`config.mk`:
```
export PLATFORM = sky130hd
export DESIGN_NAME = generational_slot_allocator
export DESIGN_NICKNAME = d
export VERILOG_FILES = /design/src/rtl/gsa_pkg.sv /design/src/rtl/gsa_free_find.sv /design/src/rtl/gsa_slot_mem.sv /design/src/rtl/generational_slot_allocator.sv
export SDC_FILE = /design/constraint.sdc
export NUM_CORES = 2
export LEC_CHECK = 0
export BUFFER_PORTS_ARGS = -buffer_cell sky130_fd_sc_hd__buf_2
export CORE_MARGIN = 4
export CORE_UTILIZATION = 39
export CTS_CLUSTER_DIAMETER = 40
export CTS_CLUSTER_SIZE = 8
export DETAILED_ROUTE_END_ITERATION = 10
export PLACE_DENSITY_LB_ADDON = 0.08
export REMOVE_ABC_BUFFERS = 1
export SYNTH_ARGS = -nofsm -noshare
export SYNTH_HDL_FRONTEND = slang
export SYNTH_SLANG_ARGS = --single-unit
```
`constraint.sdc`:
```
create_clock -name clk -period 12.9 [get_ports clk]
set_input_delay 0.645 -clock clk [delete_from_list [all_inputs] [get_ports clk]]
set_output_delay 0.645 -clock clk [all_outputs]
set_load 0.05 [all_outputs]
```
`src/rtl/gsa_pkg.sv`:
```
// gsa_pkg: shared codes and types for the generational slot allocator.
// Action and status encodings and the controller state type.
// No dependencies.
package gsa_pkg;

  // Width of the request and result fields
  localparam int unsigned ACTION_W  = 3;
  localparam int unsigned SLOT_W    = 6;
  localparam int unsigned GEN_W     = 16;
  localparam int unsigned STATUS_W  = 2;

  // Request actions
  localparam logic [ACTION_W-1:0] ACT_ALLOC   = 3'd0;
  localparam logic [ACTION_W-1:0] ACT_FORCE   = 3'd1;
  localparam logic [ACTION_W-1:0] ACT_QUERY   = 3'd2;
  localparam logic [ACTION_W-1:0] ACT_REQ_DEL = 3'd3;
  localparam logic [ACTION_W-1:0] ACT_DELETE  = 3'd4;

  // Result status codes
  localparam logic [STATUS_W-1:0] ST_OK        = 2'd0;
  localparam logic [STATUS_W-1:0] ST_FULL      = 2'd1;
  localparam logic [STATUS_W-1:0] ST_USED      = 2'd2;
  localparam logic [STATUS_W-1:0] ST_NO_HANDLE = 2'd3;

  // Controller states
  typedef enum logic [1:0] {
    CTL_CLEAR,
    CTL_IDLE,
    CTL_EXEC
  } ctl_state_t;

endpackage

```
`src/rtl/gsa_free_find.sv`:
```
// gsa_free_find: priority encoder for the lowest free slot, slot 0 excluded.
// Works on the used-bit vector held by the top level. No package use.
module gsa_free_find #(
  parameter int unsigned SLOT_COUNT = 64,
  parameter int unsigned IW         = 6
) (
  input  logic [SLOT_COUNT-1:0] used,
  output logic                  found,
  output logic [IW-1:0]         slot
);

  // Scan from the top so the lowest free index wins
  always_comb begin
    found = 1'b0;
    slot  = '0;
    for (int i = SLOT_COUNT - 1; i >= 1; i--) begin
      if (!used[i]) begin
        found = 1'b1;
        slot  = IW'(i);
      end
    end
  end

endmodule

```
`src/rtl/gsa_slot_mem.sv`:
```
// gsa_slot_mem: single-port-write, single-port-read synchronous slot memory.
// Holds the delete mark and generation of each slot. No package use.
module gsa_slot_mem #(
  parameter int unsigned DEPTH = 64,
  parameter int unsigned AW    = 6,
  parameter int unsigned DW    = 17
) (
  input  logic          clk,
  input  logic          rd_en,
  input  logic [AW-1:0] rd_addr,
  output logic [DW-1:0] rd_data,
  input  logic          wr_en,
  input  logic [AW-1:0] wr_addr,
  input  logic [DW-1:0] wr_data
);

  logic [DW-1:0] mem [DEPTH];

  // Write port
  always_ff @(posedge clk) begin
    if (wr_en) begin
      mem[wr_addr] <= wr_data;
    end
  end

  // Registered read port
  always_ff @(posedge clk) begin
    if (rd_en) begin
      rd_data <= mem[rd_addr];
    end
  end

endmodule

```
`src/rtl/generational_slot_allocator.sv`:
```
// generational_slot_allocator: top level of the generational slot allocator.
// Depends on gsa_pkg, gsa_free_find and gsa_slot_mem.
//
//  channel   handshake                 payload
//  request   start, busy               action, slot_index, generation
//  result    done (one-cycle strobe)   result_slot, result_generation,
//                                      handle_exists, handle_alive,
//                                      newly_marked, status
//
// For each request the accept edge reads the slot memory and captures it, the
// next edge writes it back and registers the result, shown with done for one
// cycle while busy is already low. Busy is high in between, so no new request
// is taken meanwhile. After reset a clearing pass writes zero to all SLOT_COUNT
// memory entries with busy high. The result side cannot stall.
module generational_slot_allocator #(
  parameter int unsigned SLOT_COUNT = 64,
  parameter int unsigned GEN_BITS   = 16
) (
  input  logic                          clk,
  input  logic                          rst,
  input  logic                          start,
  output logic                          busy,
  input  logic [gsa_pkg::ACTION_W-1:0]  action,
  input  logic [gsa_pkg::SLOT_W-1:0]    slot_index,
  input  logic [gsa_pkg::GEN_W-1:0]     generation,
  output logic                          done,
  output logic [gsa_pkg::SLOT_W-1:0]    result_slot,
  output logic [gsa_pkg::GEN_W-1:0]     result_generation,
  output logic                          handle_exists,
  output logic                          handle_alive,
  output logic                          newly_marked,
  output logic [gsa_pkg::STATUS_W-1:0]  status
);

  localparam int unsigned IW = (SLOT_COUNT > 1) ? $clog2(SLOT_COUNT) : 1;
  localparam int unsigned DW = GEN_BITS + 1;

  gsa_pkg::ctl_state_t state, state_next;

  // Slot flags kept in flops for the free-slot search
  logic [SLOT_COUNT-1:0] used;
  logic [IW-1:0]         clr_cnt;

  // Captured request
  logic [gsa_pkg::ACTION_W-1:0] req_action;
  logic [gsa_pkg::SLOT_W-1:0]   req_index;
  logic [GEN_BITS-1:0]          req_gen;
  logic [IW-1:0]                req_slot;
  logic                         req_in_range;
  logic                         req_found;

  logic          accept;
  logic          free_found;
  logic [IW-1:0] free_slot;
  logic [IW-1:0] rd_addr;
  logic [DW-1:0] rd_data;
  logic          wr_en;
  logic [IW-1:0] wr_addr;
  logic [DW-1:0] wr_data;

  // Result and update decisions for the request in flight
  logic                          cur_used;
  logic                          cur_mark;
  logic [GEN_BITS-1:0]           cur_gen;
  logic                          ex;
  logic                          al;
  logic                          set_used;
  logic                          clr_used;
  logic [gsa_pkg::SLOT_W-1:0]    res_slot;
  logic [GEN_BITS-1:0]           res_gen;
  logic                          res_ex;
  logic                          res_al;
  logic                          res_nm;
  logic [gsa_pkg::STATUS_W-1:0]  res_status;

  gsa_free_find #(
    .SLOT_COUNT (SLOT_COUNT),
    .IW         (IW)
  ) u_free_find (
    .used  (used),
    .found (free_found),
    .slot  (free_slot)
  );

  gsa_slot_mem #(
    .DEPTH (SLOT_COUNT),
    .AW    (IW),
    .DW    (DW)
  ) u_slot_mem (
    .clk     (clk),
    .rd_en   (accept),
    .rd_addr (rd_addr),
    .rd_data (rd_data),
    .wr_en   (wr_en),
    .wr_addr (wr_addr),
    .wr_data (wr_data)
  );

  assign accept  = start && !busy;
  assign rd_addr = (action == gsa_pkg::ACT_ALLOC) ? free_slot : IW'(slot_index);

  // State register
  always_ff @(posedge clk) begin
    if (rst) begin
      state <= gsa_pkg::CTL_CLEAR;
    end else begin
      state <= state_next;
    end
  end

  // Decode of the memory word and flags for the captured request
  assign cur_used = used[req_slot];
  assign cur_mark = rd_data[DW-1];
  assign cur_gen  = rd_data[GEN_BITS-1:0];
  assign ex       = cur_used && (cur_gen == req_gen);
  assign al       = ex && !cur_mark;

  // Next state, memory write and result selection
  always_comb begin
    state_next = state;
    busy       = 1'b1;
    wr_en      = 1'b0;
    wr_addr    = req_slot;
    wr_data    = '0;
    set_used   = 1'b0;
    clr_used   = 1'b0;
    res_slot   = req_index;
    res_gen    = '0;
    res_ex     = 1'b0;
    res_al     = 1'b0;
    res_nm     = 1'b0;
    res_status = gsa_pkg::ST_NO_HANDLE;
    unique case (state)
      gsa_pkg::CTL_CLEAR: begin
        wr_en   = 1'b1;
        wr_addr = clr_cnt;
        if (clr_cnt == IW'(SLOT_COUNT - 1)) begin
          state_next = gsa_pkg::CTL_IDLE;
        end
      end
      gsa_pkg::CTL_IDLE: begin
        // busy is low here, so start alone means accepted
        busy = 1'b0;
        if (start) begin
          state_next = gsa_pkg::CTL_EXEC;
        end
      end
      gsa_pkg::CTL_EXEC: begin
        state_next = gsa_pkg::CTL_IDLE;
        if (req_action == gsa_pkg::ACT_ALLOC) begin
          if (req_found) begin
            set_used   = 1'b1;
            wr_en      = 1'b1;
            wr_data    = {1'b0, cur_gen};
            res_slot   = gsa_pkg::SLOT_W'(req_slot);
            res_gen    = cur_gen;
            res_status = gsa_pkg::ST_OK;
          end else begin
            res_slot   = '0;
            res_status = gsa_pkg::ST_FULL;
          end
        end else if (req_action > gsa_pkg::ACT_DELETE) begin
          res_slot = '0;
        end else if (req_in_range) begin
          res_ex  = ex;
          res_al  = al;
          res_gen = cur_gen;
          unique case (req_action)
            gsa_pkg::ACT_FORCE: begin
              if (cur_used) begin
                res_status = gsa_pkg::ST_USED;
              end else begin
                set_used   = 1'b1;
                wr_en      = 1'b1;
                wr_data    = {1'b0, req_gen};
                res_gen    = req_gen;
                res_status = gsa_pkg::ST_OK;
              end
            end
            gsa_pkg::ACT_QUERY: begin
              res_status = gsa_pkg::ST_OK;
            end
            gsa_pkg::ACT_REQ_DEL: begin
              if (ex) begin
                res_status = gsa_pkg::ST_OK;
                if (!cur_mark) begin
                  wr_en   = 1'b1;
                  wr_data = {1'b1, cur_gen};
                  res_nm  = 1'b1;
                end
              end
            end
            default: begin
              // delete: free the slot, keep the mark, advance the generation
              if (ex) begin
                clr_used   = 1'b1;
                wr_en      = 1'b1;
                wr_data    = {cur_mark, cur_gen + GEN_BITS'(1)};
                res_gen    = cur_gen + GEN_BITS'(1);
                res_status = gsa_pkg::ST_OK;
              end
            end
          endcase
        end
      end
      default: begin
        state_next = gsa_pkg::CTL_CLEAR;
      end
    endcase
  end

  // Clearing pass counter
  always_ff @(posedge clk) begin
    if (rst) begin
      clr_cnt <= '0;
    end else if (state == gsa_pkg::CTL_CLEAR) begin
      clr_cnt <= clr_cnt + IW'(1);
    end
  end

  // Request capture
  always_ff @(posedge clk) begin
    if (accept) begin
      req_action   <= action;
      req_index    <= slot_index;
      req_gen      <= GEN_BITS'(generation);
      req_slot     <= rd_addr;
      req_in_range <= (32'(slot_index) < SLOT_COUNT);
      req_found    <= free_found;
    end
  end

  // Used bits
  always_ff @(posedge clk) begin
    if (rst) begin
      used <= '0;
    end else if (set_used) begin
      used[req_slot] <= 1'b1;
    end else if (clr_used) begin
      used[req_slot] <= 1'b0;
    end
  end

  // Result strobe
  always_ff @(posedge clk) begin
    if (rst) begin
      done <= 1'b0;
    end else begin
      done <= (state == gsa_pkg::CTL_EXEC);
    end
  end

  // Result payload
  always_ff @(posedge clk) begin
    if (state == gsa_pkg::CTL_EXEC) begin
      result_slot       <= res_slot;
      result_generation <= gsa_pkg::GEN_W'(res_gen);
      handle_exists     <= res_ex;
      handle_alive      <= res_al;
      newly_marked      <= res_nm;
      status            <= res_status;
    end
  end

endmodule

```
# After elaboration in Yosys (flattened, before gate mapping)
# Memory sizes are Yosys's and may differ from the RTL's. A register that Yosys moved wholly into a read port is not among the register bits.
# Index checks and enable logic that the tools add are counted.
word_totals:
  regBits: 132
  ramBits: 1088
  out_inout_bits: 29
  wordCells: 168
  mem_count: 1
op_classes:
  addsub: 2
  n_lt_le_gt_ge: 3
  eq_ne: 9
  muxes: 119
  bitwise: 4
  n_reduce_logical: 15
mem_list:
  columns: ["memory", "depth", "word_bits", "read_ports", "rd_clocked_by_memory_dff", "write_ports", "line", "source"]
  rows:
  - ["u_slot_mem.mem", 64, 17, 1, 1, 1, "gsa_slot_mem.sv:17", "logic [DW-1:0] mem [DEPTH];"]
op_table:
  columns: ["operator", "n"]
  rows:
  - ["two-way mux 6 bit", 68]
  - ["two-way mux 64 bit", 2]
  - ["two-way mux 16 bit", 7]
  - ["two-way mux 17 bit", 6]
  - ["bitwise AND 64 bit", 1]
  - ["inverter 64 bit", 1]
  - ["bitwise OR 64 bit", 1]
  - ["AND reduction 62 bit", 1]
  - ["one-hot mux 17 bit (3 select lines)", 1]
  - ["one-hot mux 16 bit (2 select lines)", 1]
  - ["two-way mux 1 bit", 22]
  - ["adder 16 x 1 -> 16 bit (second input constant)", 1]
  - ["== test 16 bit", 1]
  - ["two-way mux 2 bit", 6]
  - ["< comparator 6 x 7 -> 1 bit (second input constant)", 1]
  - ["adder 6 x 1 -> 6 bit (second input constant)", 1]
  - ["binary-select mux 1 bit (select 6 bit)", 1]
  - ["demux 1 bit (select 6 bit)", 1]
  - ["== test 3 x 2 -> 1 bit (second input constant)", 2]
  - ["== test 6 bit (second input constant)", 1]
  - ["greater-or-equal comparator 6 x 1 -> 1 bit (second input constant)", 1]
  - ["logical NOT 3 bit", 2]
  - ["one-hot mux 2 bit (3 select lines)", 1]
  - ["OR reduction 3 bit", 2]
  - ["15 further kinds", 20]

# Logic depth before layout (Yosys ltp)
logic_depth:
  depth_word: 64
  ltp_mapped: 17

# Modules after synthesis
# Synthesis repeated with hierarchy kept, for this count alone.
hier_totals:
  cells_unflattened: 2841
  area_unflattened_um2: 50853.8
by_module_without_submodules:
  columns: ["module", "instances", "cells_per_inst", "area_each_um2"]
  rows:
  - ["gsa_slot_mem", 1, 1875, 42288.1]
  - ["generational_slot_allocator", 1, 821, 7781.2]
  - ["gsa_free_find", 1, 145, 784.5]

# Worst setup path after synthesis
# No wires, ideal clock.
synth_timing:
  kind: "register -> register"
  from: "register req_slot[1]"
  to: "memory u_slot_mem.mem[0][13] (data pin)"
  setup_ps: 719
  t_arrival_ps: 5071
  slack_ps: 7110
  stages_incl_launch_ff: 15
  synth_period_minus_slack_ps: 5790
  path_cell_list: "edfxtp_1 > buf_4 > nor2_1 > a22oi_1 > a21oi_1 > nor3_1 > o31a_1 > nand2_1 > nand2b_1 > buf_2 > inv_2 > buf_2 > buf_2 > a21oi_1 > o31ai_1"
synth_between:
  elab_chain_cells: 8
  elab_cells_between_ends: 10
  cone_classes: "mux (9); reduce/logical (1)"
synth_lines:
  columns: ["item", "line", "source"]
  rows:
  - ["start, declared", "generational_slot_allocator.sv:48", "logic [IW-1:0] req_slot;"]
  - ["start signal, assigned", "generational_slot_allocator.sv:227", "req_slot <= rd_addr;"]
  - ["binary-select mux 1 bit (select 6 bit) (*)", "generational_slot_allocator.sv:112", "assign cur_used = used[req_slot];"]
  - ["two-way mux 1 bit (not written as such) (*)", "generational_slot_allocator.sv:112", null]
  - ["logical AND 1 bit (*)", "generational_slot_allocator.sv:115", "assign ex = cur_used && (cur_gen == req_gen);"]
  - ["net ex", "generational_slot_allocator.sv:65", "logic ex;"]
  - ["two-way mux 17 bit (on tied branches)", "generational_slot_allocator.sv:195, generational_slot_allocator.sv:184", null]
  - ["one-hot mux 17 bit (3 select lines) (*)", "generational_slot_allocator.sv:168", "unique case (req_action)"]
  - ["two-way mux 17 bit (*)", "generational_slot_allocator.sv:162", "end else if (req_action > gsa_pkg::ACT_DELETE) begin"]
  - ["two-way mux 17 bit (*)", "generational_slot_allocator.sv:150", "if (req_action == gsa_pkg::ACT_ALLOC) begin"]
  - ["two-way mux 17 bit (*)", "generational_slot_allocator.sv:133", "unique case (state)"]
  - ["net u_slot_mem.wr_data[13]", "gsa_slot_mem.sv:14", "input logic [DW-1:0] wr_data"]
  - ["end, declared", "gsa_slot_mem.sv:17", null]
# The timed path passes the listed nets; every way through them passes the cells marked *. The select of a mux whose other input is x is not followed.

# Worst setup path in the final report
layout_timing:
  from: "input action[1] (netlist bit)"
  to: "register u_slot_mem.rd_data[11], read port of u_slot_mem.mem (data pin)"
layout_between:
  elab_chain_cells: 2
layout_lines:
  columns: ["item", "line", "source"]
  rows:
  - ["start, declared", "generational_slot_allocator.sv:23", "input logic [gsa_pkg::ACTION_W-1:0] action,"]
  - ["logical NOT 3 bit", "generational_slot_allocator.sv:100", "assign rd_addr = (action == gsa_pkg::ACT_ALLOC) ? free_slot : IW'(slot_index);"]
  - ["two-way mux 6 bit", "generational_slot_allocator.sv:100", null]
  - ["end, declared", "gsa_slot_mem.sv:11", "output logic [DW-1:0] rd_data,"]
# No other way between the ends.
# A chain may end at the register's enable or synchronous reset.

==> impl_metrics.yaml <==
status:
  status: "finished clean"
global_route:
  grt-ovfl-total: 0
  met3_usage: 0.04634
  grt_use_met2: 0.3810
  busiest_layer: "met2"
  grt_pass1_wl_um: 245100
  gr-usage-met1: 0.3561
  grt_use_total: 0.2457
  antenna_found_initial: 7
  grt_max_degree: 126
  first_global_vias: 32960
detailed_routing:
  ant_nets: 0
  drtIter0Drc: 3776
  drcViolationCount: 0
  routed_via_density: 5.947
  vias: 34620
  routed_wl_um: 171900
  dr.pass1.iters: 6
  wl_per_cell_um: 29.53
clock_network:
  post_cts_buffers: 0
  clock_sinks: 1237
  clk_pin_slew_ps: 50
  cts_tree: "yes"
  worst_skew_pair.late_latency_ps: 820
  clockBufferDepth: 3
  ctsHtreeMaxLevel: 4
  hold_buffers: 20
  cts_resized: 0
  root_buffer: "clkbuf_16"
  cts_inserted_buffers: 201
logic_synthesis:
  synth_cell_type_count: 77
  syn_area_um2: 51690
  synth_top_cell_by_area: "edfxtp_1"
  synthFlopType: "edfxtp_1"
  ys_top_cells_by_count: "edfxtp_1, nand2_1, mux2i_1"
  synth_top_area_frac: 0.6762
  synth_most_common_cell: "edfxtp_1"
  synth-seq-cells: 1237
  yosys_warnings: 0
  ys_top_cells_by_area: "edfxtp_1, nand2_1, mux2i_1"
  synth_cells: 3806
  synthArstFlopShare: 0
  synth_seq_area_share: 0.7044
  synth.avg_cell_area_um2: 13.58
  synth_edf_count: 1164
floorplanning:
  fp.coreArea_um2: 131600
  rows: 133
  die-area_um2: 138400
  io_pins: 57
  die_w_um: 372.1
  die_h_um: 372.1
  initial_core_util: 0.3927
critical_path:
  worstSetupPathType: "in2reg"
  crit_path_end: "u_slot_mem.rd_data[11]$_DFFE_PP_"
  r2r_slack_ps: 7090
  worstPathArrival_ps: 6450
  endpoint_kind: "flip-flop"
  slowest_delay_ps: 680
  cp_max_fo: 90
  cp_slowest_cell: "or4b_1"
  worst-r2r-cell-count: 11
  required_ps: 13400
  start_kind: "input port"
  crit_chain: "dlygate4sd3_1, buf_2, or4b_1, a2111o_1, a2111o_1, nand2_8, buf_4, buf_12, buf_4, mux2i_1, o221ai_1, o32ai_1, o2111ai_1"
  crit_start: "action[1]"
  r2r-end: "u_slot_mem.rd_data[11]$_DFFE_PP_"
timing:
  setup_ws_ps: 6945
  finalHoldViolCount: 0
  fin_setup_tns_ps: 0
  period_share: 0.4616
  worst_slew_pin_slew_ps: 1426
  clock.fmax_mhz: 167.9
  fin_hold_ws_ps: 75.49
  maxSlewHeadroom: 0.04667
  skew_ps: 40.39
  period_needed_ps: 5955
  rsz0062_at_grt: "false"
  drv_slew: 0
  setup_viol: 0
placement:
  place_hpwl_um: 98930
  preCtsSetupSlack_ps: 6754
  portBuffers: 56
  place_congestion: 0.8719
power_and_ir_drop:
  ir_worst_vdd_v: 0.0001067
  power_density_nw_per_um2: 158.8
  p_leak_nw: 18.18
layout:
  synthToLayoutAreaGrowth_pct: 17.71
  final_nets: 3977
  drive_gt1_frac: 0.1460
  fin_util: 0.4623
flow_run:
  drv_cap: 0
worst_hold_path:
  hold_path_class: "in2reg"
-- metal layers --
metal  up-vias  part of all wire
li1      15210                 -
met1     17820              0.45
met2      1322              0.46
met5         -                 0
met4         0             0.022
met3       258             0.071
-- through the flow --
stage | total power (W) | instances | area (um2)
5_1_grt | 0.009956 | 5816 | 60840
6_report | 0.009662 | 5821 | 60850
3_5_place_dp | 0.004866 | 5476 | 54590
2_1_floorplan | 0.004684 | 3524 | 50320
3_3_place_gp | 0.004865 | 5476 | 54590
4_1_cts | 0.009741 | 5816 | 60840
-- worst min path at each step --
| stage | startpoint | end | slack, ps | cells after the start |
|---|---|---|---|---|
| 2_1_floorplan | flip-flop | flip-flop | 440 | 2 |
| 3_3_place_gp | flip-flop | flip-flop | 460 | 2 |
| 4_1_cts | action[0] | req_action[0]$_DFFE_PP_ | 5 | 1 |
| 5_1_grt | action[0] | req_action[0]$_DFFE_PP_ | 30 | 1 |
| 6_report | action[0] | req_action[0]$_DFFE_PP_ | 80 | 1 |
| 3_5_place_dp | flip-flop | flip-flop | 480 | 2 |
-- logic make-up (layout without fill, tap and decap cells) --
logic type / count (synthesis) / count (layout) / synth area share
other: 0 / 5 / 0
AOI/OAI and AO/OA: 945 / 945 / 0.1258
xor gates and xnor gates: 30 / 30 / 0.005083
adders and majority gates: 5 / 5 / 0.001210
DFF: 1237 / 1237 / 0.7044
buffers and inverters: 308 / 563 / 0.02839
and+or+nand+nor: 1057 / 1057 / 0.09142
muxes: 224 / 224 / 0.04369
-- flip-flops by register name, indices dropped and copies added (netlist names), 3 cells and up, named ones only --
name / count
u_slot_mem.mem: 1088
u_slot_mem.rd_data: 17
req_gen: 16
result_generation: 16
clr_cnt: 6
req_index: 6
req_slot: 6
result_slot: 6
req_action: 3
-- cells in the final DEF (no fill, tap or decap), types with 24 or more instances in the layout --
cell	n
nor3_2	35
buf_2	56
a221oi_1	30
nor2_1	108
o21ai_0	158
mux2i_1	210
nand4_1	26
o22ai_1	35
clkbuf_1	35
edfxtp_1	1164
a21oi_1	141
nand3_1	59
clkinv_1	35
o221ai_1	142
inv_1	24
dfxtp_1	73
a211oi_1	127
clkbuf_16	207
nor3_1	70
o32ai_1	35
and3_1	28
nor4_2	30
buf_4	138
nand2_1	584
a31oi_1	127
-- critical path, delay by kind of cell --
family | cells | cell delay (ps)
mux | 1 | 260
compound gates | 5 | 1920
simple gates | 2 | 1100
buf+inv | 5 | 2360
-- power by group --
group          switching (W)  total, W  internal [W]
sequential        0.00000583   0.00437       0.00436
clock                0.00182   0.00487       0.00304
combinational       0.000312  0.000427      0.000115
-- cell type report --
| type | instances | area [um2] |
|---|---|---|
| Fill cell | 11610 | 70780 |
| Sequential cell | 1237 | 36410 |
| Multi-Input combinational cell | 2261 | 14510 |
| Clock buffer | 244 | 5339 |
| Tap cell | 1755 | 2196 |
| Timing Repair Buffer | 217 | 1577 |
| Clock inverter | 76 | 705.7 |
| Inverter | 26 | 102.6 |
| Antenna cell | 5 | 12.51 |
(Power assumes the default switching activity.)
